**src/hw/rtl/mur64_pkg.sv**
```systemverilog
// mur64_pkg: shared types and constants for the MurmurHash64A table index hasher.
// Used by mur64_ctrl, mur64_dp and murmur64_table_index_hash_top. No dependencies.
`timescale 1ns / 1ps

package mur64_pkg;

  // Mixing multiplier and shift of MurmurHash64A
  localparam logic [63:0] MUR_M     = 64'hc6a4_a793_5bd1_e995;
  localparam logic [31:0] MUR_M_LO  = MUR_M[31:0];
  localparam logic [31:0] MUR_M_HI  = MUR_M[63:32];
  localparam int unsigned MUR_R     = 47;
  localparam logic [5:0]  TB_RESET  = 6'd8;

  // Controller states
  typedef enum logic [3:0] {
    S_IDLE,
    S_START,
    S_SEED_DONE,
    S_WORD,
    S_K1,
    S_K2,
    S_UPD,
    S_FIN0,
    S_FIN1,
    S_FOLD_INIT,
    S_FOLD,
    S_MUL0,
    S_MUL1,
    S_MUL2
  } state_t;

  // Source for the work register
  typedef enum logic [2:0] {
    W_HOLD,
    W_LEN,
    W_WORD,
    W_TAIL,
    W_XS,
    W_HXK,
    W_FIN0
  } wsel_t;

  // Step of the shared 32x32 multiplier
  typedef enum logic [1:0] {
    MS_NONE,
    MS_0,
    MS_1,
    MS_2
  } mstep_t;

  // Source for the running hash
  typedef enum logic [1:0] {
    RH_HOLD,
    RH_SEED,
    RH_W
  } rhsel_t;

  typedef struct packed {
    logic   latch_in;
    wsel_t  w_sel;
    mstep_t mul_step;
    rhsel_t rh_sel;
    logic   fold_init;
    logic   fold_step;
    logic   out_load;
  } dp_cmd_t;

  typedef struct packed {
    logic first;
    logic last;
    logic full;
    logic zero;
    logic fold_done;
  } dp_status_t;

endpackage

```
**src/hw/rtl/mur64_dp.sv**
```systemverilog
// mur64_dp: datapath of the hasher: input latch, running hash, work register,
// shared 32x32 multiplier, fold unit, config and result registers. Uses mur64_pkg.
`timescale 1ns / 1ps

module mur64_dp import mur64_pkg::*; (
  input  logic        clk,
  input  logic        rst,
  input  logic        cfg_write,
  input  logic [5:0]  cfg_data,
  input  logic        first_word,
  input  logic        last_word,
  input  logic [3:0]  word_bytes,
  input  logic [63:0] key_word,
  input  logic [31:0] key_length,
  input  logic [31:0] seed,
  input  logic        odd_step,
  input  dp_cmd_t     cmd,
  output dp_status_t  status,
  output logic [62:0] table_index,
  output logic [63:0] full_hash
);

  logic        first_q;
  logic        last_q;
  logic [3:0]  bytes_q;
  logic [63:0] word_q;
  logic [31:0] len_q;
  logic [31:0] seed_q;
  logic        odd_q;
  logic [5:0]  table_bits;
  logic [63:0] running_hash;
  logic [63:0] w;
  logic [63:0] w_next;
  logic [63:0] p;
  logic [63:0] j;
  logic [63:0] s;
  logic [31:0] mul_a;
  logic [31:0] mul_b;
  logic [63:0] prod;
  logic [63:0] tail_mask;
  logic [63:0] idx_mask;

  // Write the table width register
  always_ff @(posedge clk) begin
    if (rst) begin
      table_bits <= TB_RESET;
    end else if (cfg_write) begin
      table_bits <= cfg_data;
    end
  end

  // Hold the accepted item
  always_ff @(posedge clk) begin
    if (cmd.latch_in) begin
      first_q <= first_word;
      last_q  <= last_word;
      bytes_q <= word_bytes;
      word_q  <= key_word;
      len_q   <= key_length;
      seed_q  <= seed;
      odd_q   <= odd_step;
    end
  end

  assign tail_mask = (64'd1 << {bytes_q[2:0], 3'b000}) - 64'd1;

  // Pick multiplier operands for the current partial product
  always_comb begin
    mul_a = w[31:0];
    mul_b = MUR_M_LO;
    unique case (cmd.mul_step)
      MS_1:    mul_a = w[63:32];
      MS_2:    mul_b = MUR_M_HI;
      default: ;
    endcase
  end

  assign prod = 64'(mul_a) * 64'(mul_b);

  // Work register source; the last multiplier step writes the product back
  always_comb begin
    w_next = w;
    unique case (cmd.w_sel)
      W_LEN:   w_next = {32'd0, len_q};
      W_WORD:  w_next = word_q;
      W_TAIL:  w_next = running_hash ^ (word_q & tail_mask);
      W_XS:    w_next = w ^ (w >> MUR_R);
      W_HXK:   w_next = running_hash ^ w;
      W_FIN0:  w_next = running_hash ^ (running_hash >> MUR_R);
      default: ;
    endcase
    if (cmd.mul_step == MS_2) begin
      w_next = {p[63:32] + prod[31:0], p[31:0]};
    end
  end

  // Advance the work register and the product accumulator
  always_ff @(posedge clk) begin
    w <= w_next;
    unique case (cmd.mul_step)
      MS_0:    p <= prod;
      MS_1:    p[63:32] <= p[63:32] + prod[31:0];
      default: ;
    endcase
  end

  // Running hash carries across items of one key
  always_ff @(posedge clk) begin
    if (rst) begin
      running_hash <= 64'd0;
    end else begin
      unique case (cmd.rh_sel)
        RH_SEED: running_hash <= {32'd0, seed_q} ^ w;
        RH_W:    running_hash <= w;
        default: ;
      endcase
    end
  end

  // Fold the finished hash one shift per cycle
  always_ff @(posedge clk) begin
    if (cmd.fold_init) begin
      j <= w;
      s <= w >> table_bits;
    end else if (cmd.fold_step) begin
      j <= j ^ s;
      s <= s >> table_bits;
    end
  end

  assign idx_mask = ~(64'hFFFF_FFFF_FFFF_FFFF << table_bits);

  // Load the result register
  always_ff @(posedge clk) begin
    if (cmd.out_load) begin
      table_index <= (j[62:0] & idx_mask[62:0]) | {62'd0, odd_q};
      full_hash   <= w;
    end
  end

  assign status.first     = first_q;
  assign status.last      = last_q;
  assign status.full      = bytes_q[3];
  assign status.zero      = (bytes_q == 4'd0);
  assign status.fold_done = (s == 64'd0) || (table_bits == 6'd0);

endmodule

```
**src/hw/rtl/mur64_ctrl.sv**
```systemverilog
// mur64_ctrl: sequencer of the hasher; steps the datapath through seed load,
// word mix, finalization and fold, and owns the handshakes. Uses mur64_pkg.
`timescale 1ns / 1ps

module mur64_ctrl import mur64_pkg::*; (
  input  logic       clk,
  input  logic       rst,
  input  logic       in_valid,
  output logic       in_stall,
  output logic       out_valid,
  input  logic       out_stall,
  input  dp_status_t status,
  output dp_cmd_t    cmd
);

  state_t state;
  state_t state_next;
  state_t ret;
  state_t ret_next;
  logic   out_valid_next;

  // State, return point and result flag
  always_ff @(posedge clk) begin
    if (rst) begin
      state     <= S_IDLE;
      ret       <= S_IDLE;
      out_valid <= 1'b0;
    end else begin
      state     <= state_next;
      ret       <= ret_next;
      out_valid <= out_valid_next;
    end
  end

  assign in_stall = (state != S_IDLE);

  // Next state and datapath commands
  always_comb begin
    state_next = state;
    ret_next   = ret;
    cmd        = '{latch_in: 1'b0, w_sel: W_HOLD, mul_step: MS_NONE, rh_sel: RH_HOLD,
                   fold_init: 1'b0, fold_step: 1'b0, out_load: 1'b0};
    unique case (state)
      S_IDLE: begin
        if (in_valid) begin
          cmd.latch_in = 1'b1;
          state_next   = S_START;
        end
      end
      S_START: begin
        if (status.first) begin
          cmd.w_sel  = W_LEN;
          state_next = S_MUL0;
          ret_next   = S_SEED_DONE;
        end else begin
          state_next = S_WORD;
        end
      end
      S_SEED_DONE: begin
        cmd.rh_sel = RH_SEED;
        state_next = S_WORD;
      end
      S_WORD: begin
        priority if (status.full) begin
          cmd.w_sel  = W_WORD;
          state_next = S_MUL0;
          ret_next   = S_K1;
        end else if (status.zero) begin
          state_next = status.last ? S_FIN0 : S_IDLE;
        end else begin
          cmd.w_sel  = W_TAIL;
          state_next = S_MUL0;
          ret_next   = S_UPD;
        end
      end
      S_K1: begin
        cmd.w_sel  = W_XS;
        state_next = S_MUL0;
        ret_next   = S_K2;
      end
      S_K2: begin
        cmd.w_sel  = W_HXK;
        state_next = S_MUL0;
        ret_next   = S_UPD;
      end
      S_UPD: begin
        cmd.rh_sel = RH_W;
        state_next = status.last ? S_FIN0 : S_IDLE;
      end
      S_FIN0: begin
        cmd.w_sel  = W_FIN0;
        state_next = S_MUL0;
        ret_next   = S_FIN1;
      end
      S_FIN1: begin
        cmd.w_sel  = W_XS;
        state_next = S_FOLD_INIT;
      end
      S_FOLD_INIT: begin
        cmd.fold_init = 1'b1;
        state_next    = S_FOLD;
      end
      S_FOLD: begin
        priority if (!status.fold_done) begin
          cmd.fold_step = 1'b1;
        end else if (!out_valid || !out_stall) begin
          cmd.out_load = 1'b1;
          state_next   = S_IDLE;
        end
      end
      S_MUL0: begin
        cmd.mul_step = MS_0;
        state_next   = S_MUL1;
      end
      S_MUL1: begin
        cmd.mul_step = MS_1;
        state_next   = S_MUL2;
      end
      S_MUL2: begin
        cmd.mul_step = MS_2;
        state_next   = ret;
      end
      default: state_next = S_IDLE;
    endcase
  end

  // Set the result flag on load, drop it on transfer
  always_comb begin
    out_valid_next = out_valid;
    priority if (cmd.out_load) begin
      out_valid_next = 1'b1;
    end else if (!out_stall) begin
      out_valid_next = 1'b0;
    end
  end

  // An accepted item blocks the input until its work is done
  a_accept_blocks: assert property (@(posedge clk) disable iff (rst)
    (in_valid && !in_stall) |=> in_stall)
    else $error("input open right after a transfer");

  // Of the three multiplier steps, the first is always followed by the second
  a_mul_seq: assert property (@(posedge clk) disable iff (rst)
    (state == S_MUL0) |=> (state == S_MUL1))
    else $error("multiplier sequence broken");

  // A new result never overwrites one still waiting
  a_no_overwrite: assert property (@(posedge clk) disable iff (rst)
    cmd.out_load |-> (!out_valid || !out_stall))
    else $error("result overwritten while stalled");

  // A loaded result is offered on the next cycle
  a_load_shows: assert property (@(posedge clk) disable iff (rst)
    cmd.out_load |=> out_valid)
    else $error("loaded result not offered");

endmodule

```
**src/hw/rtl/murmur64_table_index_hash_top.sv**
```systemverilog
// Channel | signals                          | transfer when
// in      | in_valid, in_stall, key fields   | in_valid && !in_stall
// out     | out_valid, out_stall, table_index, full_hash | out_valid && !out_stall
// cfg     | cfg_write, cfg_data (table_bits) | cfg_write
//
// One item at a time. An item is accepted in the idle state and then dispatched; an
// item that opens a key adds the seed multiply. An empty word is skipped, a partial
// word takes one 64-bit multiply and a full word three (each 64-bit multiply is three
// passes of one 32x32 multiplier). The last word adds finalization and then the fold,
// one shift per cycle until the shifted hash is zero (no shift when table_bits is 0).
// Reset (rst, synchronous) clears the running hash, sets table_bits to 8 and empties
// the result register. A stalled result holds; the next item is taken meanwhile and
// waits at its fold end until the result register is free.
// Depends on mur64_pkg, mur64_ctrl, mur64_dp.
`timescale 1ns / 1ps

module murmur64_table_index_hash_top import mur64_pkg::*; (
  input  logic        clk,
  input  logic        rst,
  input  logic        cfg_write,
  input  logic [5:0]  cfg_data,
  input  logic        in_valid,
  output logic        in_stall,
  input  logic        first_word,
  input  logic        last_word,
  input  logic [3:0]  word_bytes,
  input  logic [63:0] key_word,
  input  logic [31:0] key_length,
  input  logic [31:0] seed,
  input  logic        odd_step,
  output logic        out_valid,
  input  logic        out_stall,
  output logic [62:0] table_index,
  output logic [63:0] full_hash
);

  dp_cmd_t    cmd;
  dp_status_t status;

  // Sequencer
  mur64_ctrl u_ctrl (
    .clk       (clk),
    .rst       (rst),
    .in_valid  (in_valid),
    .in_stall  (in_stall),
    .out_valid (out_valid),
    .out_stall (out_stall),
    .status    (status),
    .cmd       (cmd)
  );

  // Hash datapath
  mur64_dp u_dp (
    .clk         (clk),
    .rst         (rst),
    .cfg_write   (cfg_write),
    .cfg_data    (cfg_data),
    .first_word  (first_word),
    .last_word   (last_word),
    .word_bytes  (word_bytes),
    .key_word    (key_word),
    .key_length  (key_length),
    .seed        (seed),
    .odd_step    (odd_step),
    .cmd         (cmd),
    .status      (status),
    .table_index (table_index),
    .full_hash   (full_hash)
  );

endmodule

```
**config.mk**
```make
export PLATFORM = sky130hd
export DESIGN_NAME = murmur64_table_index_hash_top
export DESIGN_NICKNAME = d
export VERILOG_FILES = /design/src/hw/rtl/mur64_pkg.sv /design/src/hw/rtl/mur64_dp.sv /design/src/hw/rtl/mur64_ctrl.sv /design/src/hw/rtl/murmur64_table_index_hash_top.sv
export SDC_FILE = /design/constraint.sdc
export NUM_CORES = 2
export LEC_CHECK = 0
export ABC_AREA = 1
export BUFFER_PORTS_ARGS = -buffer_cell sky130_fd_sc_hd__buf_2
export CAP_MARGIN = 10
export CORE_AREA = 5 5 294 512
export CTS_CLUSTER_DIAMETER = 50
export DETAILED_ROUTE_END_ITERATION = 16
export DIE_AREA = 0 0 299 517
export PLACE_DENSITY_LB_ADDON = 0.12
export SYNTH_ARGS = -nofsm -noshare
export SYNTH_HDL_FRONTEND = slang
export SYNTH_SLANG_ARGS = --single-unit
```
**constraint.sdc**
```tcl
create_clock -name clk -period 28.7 [get_ports clk]
set_clock_uncertainty 0.2 [all_clocks]
set_input_delay 2.87 -clock clk [delete_from_list [all_inputs] [get_ports clk]]
set_output_delay 2.87 -clock clk [all_outputs]
set_load 0.05 [all_outputs]
```
Word-level counts from Yosys, hierarchy flattened. Index checks and enable logic that the tools add are counted.

Register bits: 597. Input port bits: 146. Output and inout bits: 129.

$add $sub $neg: 2. $mul: 1. Equal/unequal tests: 30. Shift operators: 4. Mux-type cells: 37. Bitwise gates (word level): 10. Reduce and logical (&&, ||, !) cells: 18.

Operators by type and width (number): $pmux W64 S6 (1); $mux W64 (5); $xor A64 B64 Y64 (3); $pmux W64 S2 (1); $shr A64 B6 Y64 (2); $xor A64 B17 Y64 (2); $and A64 B64 Y64 (1); $logic_not A64 Y1 (1); $mul A32 B32 Y64 (1); $mux W32 (2); $pmux W32 S2 (1); $shl A1 B6 Y64 const A (1); $shl A64 B6 Y63 const A (1); $sub A64 B1 Y64 const B (1); $xor A32 B64 Y64 (1); $and A63 B63 Y63 (1); $not A63 Y63 (1); $or A63 B1 Y63 (1); $pmux W4 S12 (1); $mux W4 (9); $add A32 B32 Y32 (1); $eq A4 B4 Y1 const B (6); $pmux W4 S5 (1); $eq A4 B3 Y1 const B (4); 27 further kinds (53).

Longest topological paths before layout.
Depth after elaboration: 7. Gate-level depth with buffers: 51. Gate-level depth less buffers: 47.

By module. Synthesis repeated with hierarchy kept, for this count alone.

Cells, all modules: 6772. Area total of the unflattened synthesis: 58168.3 um2.

By module, submodules not included: mur64_dp (times used 1, cells each 6647, area an instance 57486.4 um2, seq. area each 16926.2 um2); mur64_ctrl (times used 1, cells each 125, area an instance 681.9 um2, seq. area each 180.2 um2).

Least setup slack after synthesis. No wires, ideal clock.

Kind: register -> register. From: register u_dp.table_bits[3]. To: register u_dp.j[0], enable pin. Arrival: 10.350 ns. Required time: 27.705 ns. Path slack: 17.355 ns. Cell stages (with the launch flop): 10. Path buffers: 1. Period minus slack after synthesis: 11.345 ns. Path through: dfxtp_1 -> clkbuf_1 -> nor2_1 -> inv_1 -> nor2_1 -> nand2_1 -> nor2_1 -> inv_1 -> nand2_1 -> o31ai_1.

Longest elaborated chain between the ends: 5.

Ends and longest elaborated chain: start, declared (line mur64_dp.sv:30) `logic [5:0] table_bits;`; start signal, assigned (line mur64_dp.sv:48) `table_bits <= cfg_data;`; $logic_not A6 Y1 (line mur64_dp.sv:145) `assign status.fold_done = (s == 64'd0) || (table_bits == 6'd0);`; $logic_or A1 B1 Y1 (line mur64_dp.sv:145); $mux W1 (line mur64_ctrl.sv:104) `priority if (!status.fold_done) begin`; $mux W2 (line mur64_ctrl.sv:43) `unique case (state)`; $reduce_bool A2 Y1 (no source line); end signal, assigned (line mur64_dp.sv:123) `j <= w;`; end signal, assigned (line mur64_dp.sv:126) `j <= j ^ s;`; end, declared (line mur64_dp.sv:35) `logic [63:0] j;`.

Every way passes these cells. A chain may end at the register's enable or synchronous reset.

Final worst setup path.
From: register u_ctrl.state[2]. To: register u_dp.p[62] (data pin).

Longest elaborated chain between the ends: 7.

Ends and longest elaborated chain: start, declared (line mur64_ctrl.sv:16) `state_t state;`; start signal, assigned (line mur64_ctrl.sv:29) `state <= state_next;`; $eq A4 B4 Y1 (line mur64_ctrl.sv:43); $pmux W2 S3 (*) (line mur64_ctrl.sv:43); $eq A2 B2 Y1 (line mur64_dp.sv:71) `unique case (cmd.mul_step)`; $mux W32 (line mur64_dp.sv:71); $mul A32 B32 Y64 (*) (line mur64_dp.sv:78) `assign prod = 64'(mul_a) * 64'(mul_b);`; via u_dp.prod[29] (line mur64_dp.sv:39) `logic [63:0] prod;`; $add A32 B32 Y32 (*) (line mur64_dp.sv:102) `MS_1: p[63:32] <= p[63:32] + prod[31:0];`; $pmux W32 S2 (*) (line mur64_dp.sv:100) `unique case (cmd.mul_step)`; end signal, assigned (line mur64_dp.sv:101) `MS_0: p <= prod;`; end signal, assigned (line mur64_dp.sv:102); end, declared (line mur64_dp.sv:34) `logic [63:0] p;`.

The timed path passes the listed nets; every way through them passes the cells marked *.

==> summary.txt <==
Logic synthesis
  • Post-synth design cell area: 57870 sq um
  • Yosys top cell area share: 26.83%
  • Adder-cell share of the synthesized area: 30.74%
  • Leading area contributor after synthesis: edfxtp_1
  • Synth top cells by count: inv_1, nand2_1, nand3_1
  • Xor/xnor share of the synthesized area: 3.193%
  • Top cells by area, synth: edfxtp_1, fa_1, ha_1
  • Largest family of logic cells by synthesized area: adder cells
  • Gate count after technology mapping: 6727
  • Primary FF master, synth: edfxtp_1
  • Synth Area in Simple Gates: 18.19%
  • Mapped Avg Cell Area: 8.603 sq um
  • EDFF count, synth: 517
  • Compound-Gate Fraction of Synth Area: 8.534%
  • Net count after synthesis: 7926
  • Mux share of post-synthesis cell area: 0%
  • Dominant cell by count in the synthesized netlist: inv_1
  • Async SR Flop Fraction: 0%
  • Yosys reg bits: 596
  • Post-synthesis sequential area ratio: 29.56%
  • Synth warn: 0
  • Yosys cell types: 51

Clocking
  • CTS resizes: 0
  • CTS tree: done
  • Root buffer cell: clkbuf_16
  • Cts hold-fix bufs: 0
  • Worst-path clk slew: 0.07 ns
  • Worst-skew pair later-pin latency: 0.68 ns
  • H-Tree Depth: 2
  • Longest Clk Path Bufs: 3
  • # Post-CTS Setup Buffers: 0
  • CTS Buf Count: 59
  • Clk sinks: 596

Setup path
  • Worst-case reg-to-reg path depth: 41
  • Critical Path Sink Type: flip-flop
  • RR Startpoint: u_ctrl.state[2]$_SDFFE_PP0P_
  • Top Family by Delay on Critical Path: adder cells
  • Register-to-register setup slack: 15.59 ns
  • CP peak stage delay: 0.82 ns
  • Crit Path Category: flip-flop to flip-flop
  • R2r endpoint: u_dp.p[62]$_DFFE_PP_
  • Crit start category: flip-flop
  • Buf/Inv on CP: 12
  • Required time of the critical path: 28.92 ns
  • CP Max Fanout: 61
  • CP arrival: 13.33 ns
  • CP max-delay cell: nor2_1

Global routing
  • Gr usage total: 38.83%
  • Initial antenna violation count: 30
  • Total grt overflow: 0
  • First-pass GRT wire length: 414400 um
  • Largest net degree at the start of global routing: 82
  • Vias in the first global route: 52561

Route
  • DRC Markers: 0
  • Drt first pass iters: 7
  • Vias per cell: 5.611
  • DR iter-0 viols: 4205
  • Overall routed net length: 306100 um
  • Post-DR wirelength/cell: 34.26 um
  • Vias: 50127
  • DRT antenna net count: 0

Layout
  • Synth-to-Final Area Change: 10.36%
  • Nets: 8184
  • Finished Layout Cells: 8934
  • Fill cell count: 15004
  • Fraction of layout cells with a size suffix above 1: 8.102%

Outcome
  • Outcome: finished clean

Worst hold path
  • Min-Delay Endpoint: u_ctrl.ret[3]$_SDFFE_PP0P_
  • Hold Crit Start: u_ctrl.ret[3]$_SDFFE_PP0P_
  • Worst Hold Class: flip-flop to flip-flop
  • Hold path depth: 2

Floorplan
  • Die Y-Extent: 517 um
  • # IOs: 275
  • Die area: 154600 sq um
  • Core Box Area: 146200 sq um
  • Initial Util: 39.60%
  • # rows: 186
  • DIE WIDTH: 299 um

Placement
  • Detailed Place HPWL: 257000 um
  • GPL Wtd Cong: 1.062
  • PortBufs: 274
  • Cells after DPL: 8803

STA
  • Final period util: 45.67%
  • RSZ-0062 raised after global routing: false
  • Minimum clock period: 13.11 ns
  • Slew Limit Fails: 0
  • Fin. Hold Viols: 0
  • Slew @ Worst Pin: 1.233 ns
  • F_max: 76.30 MHz
  • Setup violations, final: 0
  • Setup TNS: 0 ns
  • Max transition margin: 17.49%

Flow run
  • Max cap viols: 0
how the worst max path moves through the flow:
stage,start,endpoint,slack [ns],depth (start not counted)
4_1_cts,u_ctrl.state[2]$_SDFFE_PP0P_,u_dp.p[62]$_DFFE_PP_,15.61,41
2_1_floorplan,u_dp.table_bits[3]$_SDFFE_PP1P_,u_dp.j[0]$_DFFE_PP_,17.36,9
5_1_grt,u_ctrl.state[2]$_SDFFE_PP0P_,u_dp.p[62]$_DFFE_PP_,15.24,43
3_5_place_dp,u_ctrl.state[2]$_SDFFE_PP0P_,u_dp.p[62]$_DFFE_PP_,15.62,41
3_3_place_gp,u_ctrl.state[2]$_SDFFE_PP0P_,u_dp.p[62]$_DFFE_PP_,15.62,41
6_report,u_ctrl.state[2]$_SDFFE_PP0P_,u_dp.p[62]$_DFFE_PP_,15.59,41
kinds of logic after synthesis:
logic type / after synthesis
buffers and inverters: 1494
AO/OA/AOI/OAI: 894
adder cells (fa/ha/maj): 1053
flip-flops: 596
XOR/XNOR: 211
other: 1
AND/OR/NAND/NOR: 2478
stage by stage:
stage | util, % | worst slack, ns | area [sq um] | hold WS, ns
final | 43.70 | 15.59 | 63870 | 0.2809
after global routing | 43.68 | 15.24 | 63840 | 0.3119
after CTS | 43.66 | 15.61 | 63810 | 0.2853
after detailed placement | 42.30 | 15.62 | 61820 | 0.2742
after global placement | 42.30 | 15.62 | 61820 | 0.2694
after floorplan | - | 17.36 | 57870 | 0.2373
routing by layer:
layer / part of all wire [%] / up-vias / GRT usage, %
met5: 0.0085 / - / 0
met4: 14 / 4 / 43.08
met3: 4.5 / 953 / 4.588
met2: 51 / 2147 / 70.81
met1: 30 / 24785 / 35.05
li1: - / 22238 / -
worst register-to-register path: cells and delay by family, from the launching register on:
| family | cells | cell delay (ns) |
|---|---|---|
| adders and majority gates | 11 | 5.05 |
| and+or+nand+nor | 13 | 3.27 |
| buffers and inverters | 12 | 2.44 |
| AOI/OAI and AO/OA | 4 | 0.85 |
| xor gates and xnor gates | 1 | 0.66 |
| DFF | 1 | 0.38 |
layout by cell type, fill, tap and decap left out, types with 19 or more instances in the layout:
master,n
a21oi_1,249
a22oi_1,36
a31oi_1,19
buf_2,274
buf_4,130
clkbuf_16,62
dfxtp_1,74
diode_2,19
edfxtp_1,517
fa_1,615
ha_1,436
inv_1,1262
nand2_1,1180
nand3_1,717
nand4_1,37
nor2_1,445
nor3_1,19
o21ai_0,404
o21ai_1,45
o21bai_1,48
o22ai_1,22
or2_2,30
xnor2_1,81
xor2_1,130
state kept, by name, summed over array words and instances (netlist names), 6 cells and up:
register           cells
u_dp.len_q            32
u_dp.running_hash     64
u_dp.p                64
u_dp.seed_q           32
u_dp.table_bits        6
u_dp.j                63
u_dp.s                64
u_dp.full_hash        64
u_dp.w                64
u_dp.word_q           64
u_dp.table_index      63
cell type report:
class	count	area, sq um	share of cell area (%)
clock inverters	31	314.1	0.4917
repair buffers	404	2347	3.675
diodes	19	47.55	0.07445
inverters	1287	4841	7.580
well taps	1880	2352	3.683
multi-input cells	4637	35170	55.07
clock buffers	80	1679	2.629
flip-flops and latches	596	17110	26.80
Power is not shown: default switching activity piles up to over one toggle a cycle in this logic, so the estimate is an artifact.
